===== src/emfd_pkg.sv =====
// Package for the multi-turn encoder feedback decoder.
// Holds field widths, register codes and the stage payload type; no dependencies.
`timescale 1ns / 1ps

package emfd_pkg;

    localparam int PAYLOAD_W  = 64;
    localparam int TICK_W     = 13;
    localparam int TURN_W     = 16;
    localparam int RATIO_W    = 21;
    localparam int TOTAL_W    = 33;
    localparam int SPEED_W    = 21;
    localparam int CUR_W      = 16;
    localparam int TEMP_W     = 8;
    localparam int FRAC_W     = 16;

    localparam int CFG_IDX_W  = 1;
    localparam int CFG_DATA_W = 21;

    // Multi-turn angle is the turn count with the tick angle appended below it.
    localparam int MULTI_W      = TURN_W + TICK_W;
    localparam int TOTAL_PROD_W = MULTI_W + RATIO_W + 1;
    localparam int SPEED_PROD_W = CUR_W + RATIO_W + 1;

    localparam logic signed [TICK_W:0] HALF_TURN    = (TICK_W + 1)'(4096);
    localparam logic [RATIO_W-1:0]     RATIO_RESET  = RATIO_W'(65536);
    localparam logic signed [TURN_W-1:0] TURN_MAX   = {1'b0, {(TURN_W-1){1'b1}}};
    localparam logic signed [TURN_W-1:0] TURN_MIN   = {1'b1, {(TURN_W-1){1'b0}}};

    typedef logic [CFG_IDX_W-1:0] t_cfg_idx;
    localparam t_cfg_idx CFG_ENCODER_OFFSET = 1'b0;
    localparam t_cfg_idx CFG_RATIO_Q16      = 1'b1;

    typedef struct packed {
        logic [TICK_W-1:0]         angle;
        logic signed [TURN_W-1:0]  turns;
        logic signed [MULTI_W-1:0] multi;
        logic signed [CUR_W-1:0]   speed;
        logic signed [CUR_W-1:0]   current;
        logic [TEMP_W-1:0]         temp;
    } t_unwrap;

endpackage


===== src/emfd_in_if.sv =====
// Input channel of the decoder: one 64-bit feedback frame per transaction.
// Depends on emfd_pkg.
`timescale 1ns / 1ps

interface emfd_in_if import emfd_pkg::*; ();
    logic                 valid;
    logic                 ready;
    logic [PAYLOAD_W-1:0] frame_payload;

    modport source (output valid, output frame_payload, input ready);
    modport sink   (input valid, input frame_payload, output ready);
endinterface


===== src/emfd_out_if.sv =====
// Output channel of the decoder: one decoded result per transaction.
// Depends on emfd_pkg.
`timescale 1ns / 1ps

interface emfd_out_if import emfd_pkg::*; ();
    logic                        valid;
    logic                        ready;
    logic [TICK_W-1:0]           angle_ticks;
    logic signed [TURN_W-1:0]    turn_count;
    logic signed [TOTAL_W-1:0]   total_angle;
    logic signed [SPEED_W-1:0]   speed_scaled;
    logic signed [CUR_W-1:0]     current_raw;
    logic [TEMP_W-1:0]           temperature;

    modport source (output valid, output angle_ticks, output turn_count, output total_angle,
                    output speed_scaled, output current_raw, output temperature,
                    input ready);
    modport sink   (input valid, input angle_ticks, input turn_count, input total_angle,
                    input speed_scaled, input current_raw, input temperature,
                    output ready);
endinterface


===== src/encoder_multiturn_feedback_decoder.sv =====
// Multi-turn encoder feedback decoder takes one 8-byte motor feedback frame per transaction and
// returns one result per frame: the offset-corrected angle in ticks, a saturating turn count,
// the multi-turn angle and the speed scaled by the Q16 gear ratio, the raw current and the
// temperature. It accepts a frame every cycle while results are taken; each frame passes the
// input register, the turn stage, the multiplier stage and the output register before its
// result is valid. The frame rate is set by the turn counter stage, whose compare and
// saturating update complete within that stage, ahead of the multiplier stage. Every stage
// holds under back-pressure and fills its bubbles, so input stays ready while a result waits
// until all four stages hold a frame.
// Configuration writes take effect at once and are meant to be made while the block is idle.
// Depends on emfd_pkg, emfd_in_if, emfd_out_if, emfd_unwrap and emfd_scale.
`timescale 1ns / 1ps

module encoder_multiturn_feedback_decoder import emfd_pkg::*; (
    input  logic                  i_clk,
    input  logic                  i_rst_n,
    input  logic                  i_cfg_we,
    input  logic [CFG_IDX_W-1:0]  i_cfg_index,
    input  logic [CFG_DATA_W-1:0] i_cfg_data,
    emfd_in_if.sink               i_in,
    emfd_out_if.source            o_out
);

    logic [TICK_W-1:0]  r_offset;
    logic [RATIO_W-1:0] r_ratio;

    logic    mid_valid;
    logic    mid_ready;
    t_unwrap mid_data;

    always_ff @(posedge i_clk) begin
        if (!i_rst_n) begin
            r_offset <= '0;
            r_ratio  <= RATIO_RESET;
        end else if (i_cfg_we) begin
            case (i_cfg_index)
                CFG_ENCODER_OFFSET: r_offset <= i_cfg_data[TICK_W-1:0];
                CFG_RATIO_Q16:      r_ratio  <= i_cfg_data[RATIO_W-1:0];
                default: ;
            endcase
        end
    end

    emfd_unwrap u_unwrap (
        .i_clk    (i_clk),
        .i_rst_n  (i_rst_n),
        .i_in     (i_in),
        .i_offset (r_offset),
        .o_valid  (mid_valid),
        .i_ready  (mid_ready),
        .o_data   (mid_data)
    );

    emfd_scale u_scale (
        .i_clk   (i_clk),
        .i_rst_n (i_rst_n),
        .i_valid (mid_valid),
        .o_ready (mid_ready),
        .i_data  (mid_data),
        .i_ratio (r_ratio),
        .o_out   (o_out)
    );

endmodule


===== src/emfd_unwrap.sv =====
// Frame input register, field unpack and turn tracking stage.
// Depends on emfd_pkg and emfd_in_if.
`timescale 1ns / 1ps

module emfd_unwrap import emfd_pkg::*; (
    input  logic              i_clk,
    input  logic              i_rst_n,
    emfd_in_if.sink           i_in,
    input  logic [TICK_W-1:0] i_offset,
    output logic              o_valid,
    input  logic              i_ready,
    output t_unwrap           o_data
);

    logic                 r_s1_valid;
    logic [PAYLOAD_W-1:0] r_s1_payload;
    logic                 r_s2_valid;
    t_unwrap              r_s2_data;
    logic [TICK_W-1:0]    r_prev_angle;
    logic signed [TURN_W-1:0] r_turns;

    logic                     adv2;
    logic [TICK_W-1:0]        n_angle;
    logic signed [TICK_W:0]   diff;
    logic signed [TURN_W-1:0] n_turns;
    t_unwrap                  n_data;

    assign adv2       = r_s1_valid && (!r_s2_valid || i_ready);
    assign i_in.ready = !r_s1_valid || adv2;

    always_comb begin
        // Only the low tick bits matter since the angle wraps every turn.
        n_angle = r_s1_payload[48 +: TICK_W] - i_offset;
        diff    = $signed({1'b0, n_angle}) - $signed({1'b0, r_prev_angle});
        n_turns = r_turns;
        if (diff > HALF_TURN) begin
            if (r_turns != TURN_MIN) n_turns = r_turns - TURN_W'(1);
        end else if (diff < -HALF_TURN) begin
            if (r_turns != TURN_MAX) n_turns = r_turns + TURN_W'(1);
        end
        n_data.angle   = n_angle;
        n_data.turns   = n_turns;
        n_data.multi   = {n_turns, n_angle};
        n_data.speed   = r_s1_payload[47:32];
        n_data.current = r_s1_payload[31:16];
        n_data.temp    = r_s1_payload[15:8];
    end

    always_ff @(posedge i_clk) begin
        if (!i_rst_n) begin
            r_s1_valid   <= 1'b0;
            r_s2_valid   <= 1'b0;
            r_prev_angle <= '0;
            r_turns      <= '0;
        end else begin
            if (i_in.valid && i_in.ready) begin
                r_s1_valid <= 1'b1;
            end else if (adv2) begin
                r_s1_valid <= 1'b0;
            end
            if (adv2) begin
                r_s2_valid   <= 1'b1;
                r_prev_angle <= n_angle;
                r_turns      <= n_turns;
            end else if (i_ready) begin
                r_s2_valid <= 1'b0;
            end
        end
    end

    always_ff @(posedge i_clk) begin
        if (i_in.valid && i_in.ready) begin
            r_s1_payload <= i_in.frame_payload;
        end
        if (adv2) begin
            r_s2_data <= n_data;
        end
    end

    assign o_valid = r_s2_valid;
    assign o_data  = r_s2_data;

endmodule


===== src/emfd_scale.sv =====
// Gear ratio scaling: multiply stage, then floor shift and saturation into the output register.
// Depends on emfd_pkg and emfd_out_if.
`timescale 1ns / 1ps

module emfd_scale import emfd_pkg::*; (
    input  logic               i_clk,
    input  logic               i_rst_n,
    input  logic               i_valid,
    output logic               o_ready,
    input  t_unwrap            i_data,
    input  logic [RATIO_W-1:0] i_ratio,
    emfd_out_if.source         o_out
);

    logic                            r_s3_valid;
    t_unwrap                         r_s3_data;
    logic signed [TOTAL_PROD_W-1:0]  r_total_prod;
    logic signed [SPEED_PROD_W-1:0]  r_speed_prod;
    logic                            r_s4_valid;

    logic                            adv3;
    logic                            adv4;
    logic signed [TOTAL_PROD_W-1:0]  n_total_prod;
    logic signed [SPEED_PROD_W-1:0]  n_speed_prod;
    logic signed [TOTAL_PROD_W-1:0]  total_sh;
    logic signed [SPEED_PROD_W-1:0]  speed_sh;
    logic signed [TOTAL_W-1:0]       n_total;
    logic signed [SPEED_W-1:0]       n_speed;

    assign adv4    = r_s3_valid && (!r_s4_valid || o_out.ready);
    assign o_ready = !r_s3_valid || adv4;
    assign adv3    = i_valid && o_ready;

    always_comb begin
        n_total_prod = $signed(i_data.multi) * $signed({1'b0, i_ratio});
        n_speed_prod = $signed(i_data.speed) * $signed({1'b0, i_ratio});
    end

    always_comb begin
        // Arithmetic shift rounds toward minus infinity.
        total_sh = r_total_prod >>> FRAC_W;
        speed_sh = r_speed_prod >>> FRAC_W;
        if (total_sh[TOTAL_PROD_W-1:TOTAL_W-1] == '0
                || total_sh[TOTAL_PROD_W-1:TOTAL_W-1] == '1) begin
            n_total = total_sh[TOTAL_W-1:0];
        end else begin
            n_total = {total_sh[TOTAL_PROD_W-1], {(TOTAL_W-1){~total_sh[TOTAL_PROD_W-1]}}};
        end
        if (speed_sh[SPEED_PROD_W-1:SPEED_W-1] == '0
                || speed_sh[SPEED_PROD_W-1:SPEED_W-1] == '1) begin
            n_speed = speed_sh[SPEED_W-1:0];
        end else begin
            n_speed = {speed_sh[SPEED_PROD_W-1], {(SPEED_W-1){~speed_sh[SPEED_PROD_W-1]}}};
        end
    end

    always_ff @(posedge i_clk) begin
        if (!i_rst_n) begin
            r_s3_valid <= 1'b0;
            r_s4_valid <= 1'b0;
        end else begin
            if (adv3) begin
                r_s3_valid <= 1'b1;
            end else if (adv4) begin
                r_s3_valid <= 1'b0;
            end
            if (adv4) begin
                r_s4_valid <= 1'b1;
            end else if (o_out.ready) begin
                r_s4_valid <= 1'b0;
            end
        end
    end

    always_ff @(posedge i_clk) begin
        if (adv3) begin
            r_s3_data    <= i_data;
            r_total_prod <= n_total_prod;
            r_speed_prod <= n_speed_prod;
        end
        if (adv4) begin
            o_out.angle_ticks  <= r_s3_data.angle;
            o_out.turn_count   <= r_s3_data.turns;
            o_out.total_angle  <= n_total;
            o_out.speed_scaled <= n_speed;
            o_out.current_raw  <= r_s3_data.current;
            o_out.temperature  <= r_s3_data.temp;
        end
    end

    assign o_out.valid = r_s4_valid;

endmodule


===== src/flat_wrapper.sv =====
// flat-port wrapper written by rule: the top's interface ports become plain ports
module encoder_multiturn_feedback_decoder_flat import emfd_pkg::*;
  (i_clk, i_rst_n, i_cfg_we, i_cfg_index, i_cfg_data, i_in_valid, i_in_frame_payload, i_in_ready, o_out_valid, o_out_angle_ticks, o_out_turn_count, o_out_total_angle, o_out_speed_scaled, o_out_current_raw, o_out_temperature, o_out_ready);
  emfd_in_if i_in_i ();
  emfd_out_if o_out_i ();
  input  logic i_clk;
  input  logic i_rst_n;
  input  logic i_cfg_we;
  input  logic [CFG_IDX_W-1:0] i_cfg_index;
  input  logic [CFG_DATA_W-1:0] i_cfg_data;
  input wire logic [$bits(i_in_i.valid)-1:0] i_in_valid;
  input wire logic [$bits(i_in_i.frame_payload)-1:0] i_in_frame_payload;
  output wire logic [$bits(i_in_i.ready)-1:0] i_in_ready;
  output wire logic [$bits(o_out_i.valid)-1:0] o_out_valid;
  output wire logic [$bits(o_out_i.angle_ticks)-1:0] o_out_angle_ticks;
  output wire logic [$bits(o_out_i.turn_count)-1:0] o_out_turn_count;
  output wire logic [$bits(o_out_i.total_angle)-1:0] o_out_total_angle;
  output wire logic [$bits(o_out_i.speed_scaled)-1:0] o_out_speed_scaled;
  output wire logic [$bits(o_out_i.current_raw)-1:0] o_out_current_raw;
  output wire logic [$bits(o_out_i.temperature)-1:0] o_out_temperature;
  input wire logic [$bits(o_out_i.ready)-1:0] o_out_ready;
  assign i_in_i.valid = i_in_valid;
  assign i_in_i.frame_payload = i_in_frame_payload;
  assign i_in_ready = i_in_i.ready;
  assign o_out_valid = o_out_i.valid;
  assign o_out_angle_ticks = o_out_i.angle_ticks;
  assign o_out_turn_count = o_out_i.turn_count;
  assign o_out_total_angle = o_out_i.total_angle;
  assign o_out_speed_scaled = o_out_i.speed_scaled;
  assign o_out_current_raw = o_out_i.current_raw;
  assign o_out_temperature = o_out_i.temperature;
  assign o_out_i.ready = o_out_ready;
  encoder_multiturn_feedback_decoder u_core (.i_clk(i_clk), .i_rst_n(i_rst_n), .i_cfg_we(i_cfg_we), .i_cfg_index(i_cfg_index), .i_cfg_data(i_cfg_data), .i_in(i_in_i), .o_out(o_out_i));
endmodule

===== config.mk =====
export PLATFORM = sky130hd
export DESIGN_NAME = encoder_multiturn_feedback_decoder_flat
export DESIGN_NICKNAME = d
export VERILOG_FILES = /design/src/emfd_pkg.sv /design/src/emfd_in_if.sv /design/src/emfd_out_if.sv /design/src/encoder_multiturn_feedback_decoder.sv /design/src/emfd_unwrap.sv /design/src/emfd_scale.sv /design/src/flat_wrapper.sv
export SDC_FILE = /design/constraint.sdc
export NUM_CORES = 2
export LEC_CHECK = 0
export BUFFER_PORTS_ARGS = -buffer_cell sky130_fd_sc_hd__buf_4
export CAP_MARGIN = 15
export CORE_AREA = 8 8 332 334
export CTS_CLUSTER_SIZE = 16
export DETAILED_ROUTE_END_ITERATION = 10
export DIE_AREA = 0 0 340 342
export GPL_TIMING_DRIVEN = 1
export MAX_ROUTING_LAYER = met4
export PLACE_DENSITY = 0.59
export SLEW_MARGIN = 20
export SYNTH_ARGS = -nofsm -noshare
export SYNTH_HDL_FRONTEND = slang
export SYNTH_SLANG_ARGS = --single-unit

===== constraint.sdc =====
create_clock -name i_clk -period 16.7 [get_ports i_clk]
set_clock_uncertainty 0.05 [all_clocks]
set_input_delay 2.505 -clock i_clk [delete_from_list [all_inputs] [get_ports i_clk]]
set_output_delay 2.505 -clock i_clk [all_outputs]
set_load 0.02 [all_outputs]

==> flow_metrics.py <==
metrics = {
    "run_status": {
        "outcome": "complete, no violations",
    },
    "grt": {
        "grt_pass1_vias": 33200,
        "grt_busiest_layer": "met2",
        "grt_pass1_wl_um": 184000,
        "met2_usage": 0.340,
        "grtUsageMet3": 0.0287,
        "antenna_found_initial": 3,
        "grt_usage": 0.204,
        "grt-ovfl-total": 0,
        "met1_usage": 0.265,
        "grt_max_degree": 65,
    },
    "placed_design": {
        "io_buffers": 188,
        "post-dp-hpwl_um": 82900,
        "gp_congestion": 0.830,
    },
    "logic_synthesis": {
        "yosys_warnings": 0,
        "ys_seq_area_frac": 0.247,
        "synthMuxAreaShare": 0.00129,
        "synth_flop_cell": "edfxtp_1",
        "synth_top_family_by_area": "adder cells",
        "syn-num-nets": 5765,
        "synth_compound_area_frac": 0.0470,
        "ys_types": 77,
        "avgSynthCellArea_um2": 10.4,
        "synth_simple_gate_area_frac": 0.140,
        "synthArstFlopShare": 0,
        "synth-xor-area-share": 0.0186,
        "synth-edff-count": 339,
        "syn-cell-area_um2": 46700,
        "synth_seq_cells": 406,
        "synthCells": 4510,
        "synth-adder-area-share": 0.453,
    },
    "power": {
        "power_w": 0.00636,
        "ir_drop_mv": 0.153,
        "powerDensity_nw_per_um2": 124,
        "p_leak_nw": 23.7,
    },
    "floorplanning": {
        "placementRows": 119,
        "design.core.area_um2": 105000,
        "ios": 200,
        "start_util": 0.446,
        "fp.dieW_um": 340,
        "die_area_um2": 116000,
        "die_y_um": 342,
    },
    "hold_path": {
        "hold-path-endpoint": "u_core.u_unwrap.o_data[31]",
        "hold_path_class": "reg2reg",
        "whs_path_depth": 0,
        "min_from": "u_core.u_unwrap.r_s1_payload[39]",
    },
    "setup_path": {
        "reg2reg_from": "u_core.r_ratio[2]",
        "crit_path_end_kind": "register",
        "critPathRequiredTime_ps": 17010,
        "rrSetupSlack_ps": 8600,
        "r2r-end": "u_core.u_scale.r_total_prod[50]",
        "critPathMaxFanout": 45,
        "arrival_ps": 8410,
        "cp-start-kind": "register",
        "critical_path_class": "reg2reg",
        "startpoint": "u_core.r_ratio[2]",
        "rr_worst_depth": 22,
    },
    "route": {
        "initialDrtViolationCount": 1505,
        "drt-total-wl_um": 112000,
        "vias": 30400,
        "drc": 0,
        "ant_nets": 0,
        "drt-pass1-iter-count": 5,
        "post_drt_via_cell_ratio": 5.07,
        "wl_per_cell_um": 18.6,
    },
    "clocking": {
        "cts_root_buf": "clkbuf_16",
        "cts_tree": "yes",
        "cts_buffers": 46,
        "htree_levels": 2,
        "cts_resized": 0,
        "clk_latency_ps": 640,
        "clk_pin_slew_worst_paths_ps": 60,
        "post_cts_buffers": 0,
        "cts.sinks": 406,
        "clockBufferDepth": 3,
        "hold_buffers": 0,
    },
    "layout": {
        "drive_above_1_share": 0.0790,
        "antenna_cells": 0,
        "layout_commonest_cell": "inv_1",
        "fin_nets": 5830,
        "nFillCells": 9763,
        "syn_to_final_growth_pct": 9.56,
        "final_cell_mix": "inv_1, fa_1, nand2_1",
    },
    "timing": {
        "timing.final.hold_violations": 0,
        "slew_violations": 0,
        "timing.final.crit_share": 0.485,
        "max_slew_margin": 0.271,
        "rsz0062_at_grt": "false",
        "setup_viol": 0,
        "max_slew.worst_pin.slew_ps": 1090,
        "tns_ps": 0,
        "fin_crit_ps": 8100,
        "max_freq_ghz": 0.123,
    },
    "flow_run": {
        "maxCapViolCount": 0,
    },
}
## sequential cells by signal (all words and copies together) (netlist names), 8 cells and up
signal / count
u_core.u_unwrap.o_data: 69
u_core.u_scale.r_s3_data: 53
u_core.u_unwrap.r_s1_payload: 53
u_core.u_scale.r_total_prod: 35
u_core.u_scale.o_out.total_angle: 33
u_core.u_scale.r_speed_prod: 22
u_core.r_ratio: 21
u_core.u_scale.o_out.speed_scaled: 21
u_core.u_scale.o_out.current_raw: 16
u_core.u_scale.o_out.turn_count: 16
u_core.u_unwrap.r_turns: 16
u_core.r_offset: 13
u_core.u_scale.o_out.angle_ticks: 13
u_core.u_unwrap.r_prev_angle: 13
u_core.u_scale.o_out.temperature: 8
## metrics by stage
step	hold WS, ps	worst slack, ps	utilization	instances	cell area, um2
5_1_grt	367	8210	0.489	6001	51200
3_3_place_gp	351	8720	0.473	5918	49500
3_5_place_dp	355	8650	0.473	5918	49500
4_1_cts	363	8590	0.489	6001	51200
6_report	363	8600	0.489	6001	51200
2_1_floorplan	350	5360	-	4510	46700
## power breakdown
group	switching, W	internal, W	leakage, nW
sequential	0.0000703	0.00138	3.70
clock	0.000442	0.000674	0.807
combinational	0.00222	0.00157	19.2
## worst max-delay path by stage
stage	endpoint	depth (start not counted)	slack, ps
after floorplan	u_core.u_scale.r_s3_data[0]	2	5360
after global placement	u_core.u_scale.r_total_prod[50]	21	8720
after detailed placement	u_core.u_scale.r_total_prod[50]	22	8650
after CTS	u_core.u_scale.r_total_prod[50]	22	8590
after global routing	u_core.u_scale.r_total_prod[44]	23	8210
final	u_core.u_scale.r_total_prod[50]	22	8600
## metal layers
layer / up-vias / routed length [um]
met4: 0 / 2460
met2: 638 / 54500
met5: - / 0
li1: 13800 / -
met1: 15900 / 49400
met3: 133 / 5320
## cells in the mapped netlist, types with 4 or more instances
master	count	area share
o21ai_0	45	0.0048
a21oi_1	117	0.013
or4_1	5	0.00080
dfxtp_1	67	0.029
or2_2	5	0.00067
fa_1	875	0.38
nand2b_1	23	0.0031
nand2_1	618	0.050
and2_1	445	0.060
xor2_1	30	0.0056
nand3_1	23	0.0025
and3_1	11	0.0015
a31o_2	5	0.00094
and4_1	5	0.00094
o31ai_1	4	0.00064
o311ai_0	5	0.00094
nand4_1	17	0.0023
ha_1	289	0.077
o21a_1	9	0.0014
buf_1	8	0.00064
nor3_1	14	0.0015
xnor2_1	69	0.013
edfxtp_1	339	0.22
o21ba_2	4	0.00086
nor2_1	131	0.011
nor4_1	6	0.00080
o21bai_1	6	0.00096
o211ai_1	12	0.0019
o311a_1	5	0.0011
a31oi_1	9	0.0012
a21boi_0	4	0.00064
inv_1	928	0.075
nand3b_1	4	0.00064
clkbuf_1	227	0.018
a21o_1	54	0.0087
nor2b_1	11	0.0015
or3_1	12	0.0016
mux2i_1	6	0.0013
a211oi_1	11	0.0018
## worst max-delay path, cell delays in order, from the launching register on
cell and delay (ps):
dfxtp_1 330, buf_4 490, and2_1 270, inv_1 70, fa_1 500, inv_1 70, fa_1 620, fa_1 850
inv_1 270, fa_1 530, inv_1 50, fa_1 540, fa_1 440, fa_1 470, ha_1 370, a21oi_1 190
o21ai_0 160, a221o_1 360, a21o_1 200, or3_1 300, a31o_2 230, a31o_2 230, xnor2_1 120
## final cells by class
class,count,area (um2),area share
clock inverter,24,430,0.00841
tap,1391,1740,0.0340
clock buffer,59,1250,0.0244
multi-input combinational,2938,30800,0.602
sequential,406,11500,0.225
inverter,929,3490,0.0682
timing repair buffer,254,1910,0.0373
## logic make-up after synthesis
kind of cell / Yosys count
AO/OA/AOI/OAI: 327
XOR/XNOR: 99
adder cells (fa/ha/maj): 1164
buffers and inverters: 1166
flip-flops: 406
multiplexers: 6
AND/OR/NAND/NOR: 1342
No activity file was read; power rests on OpenSTA's default activity.
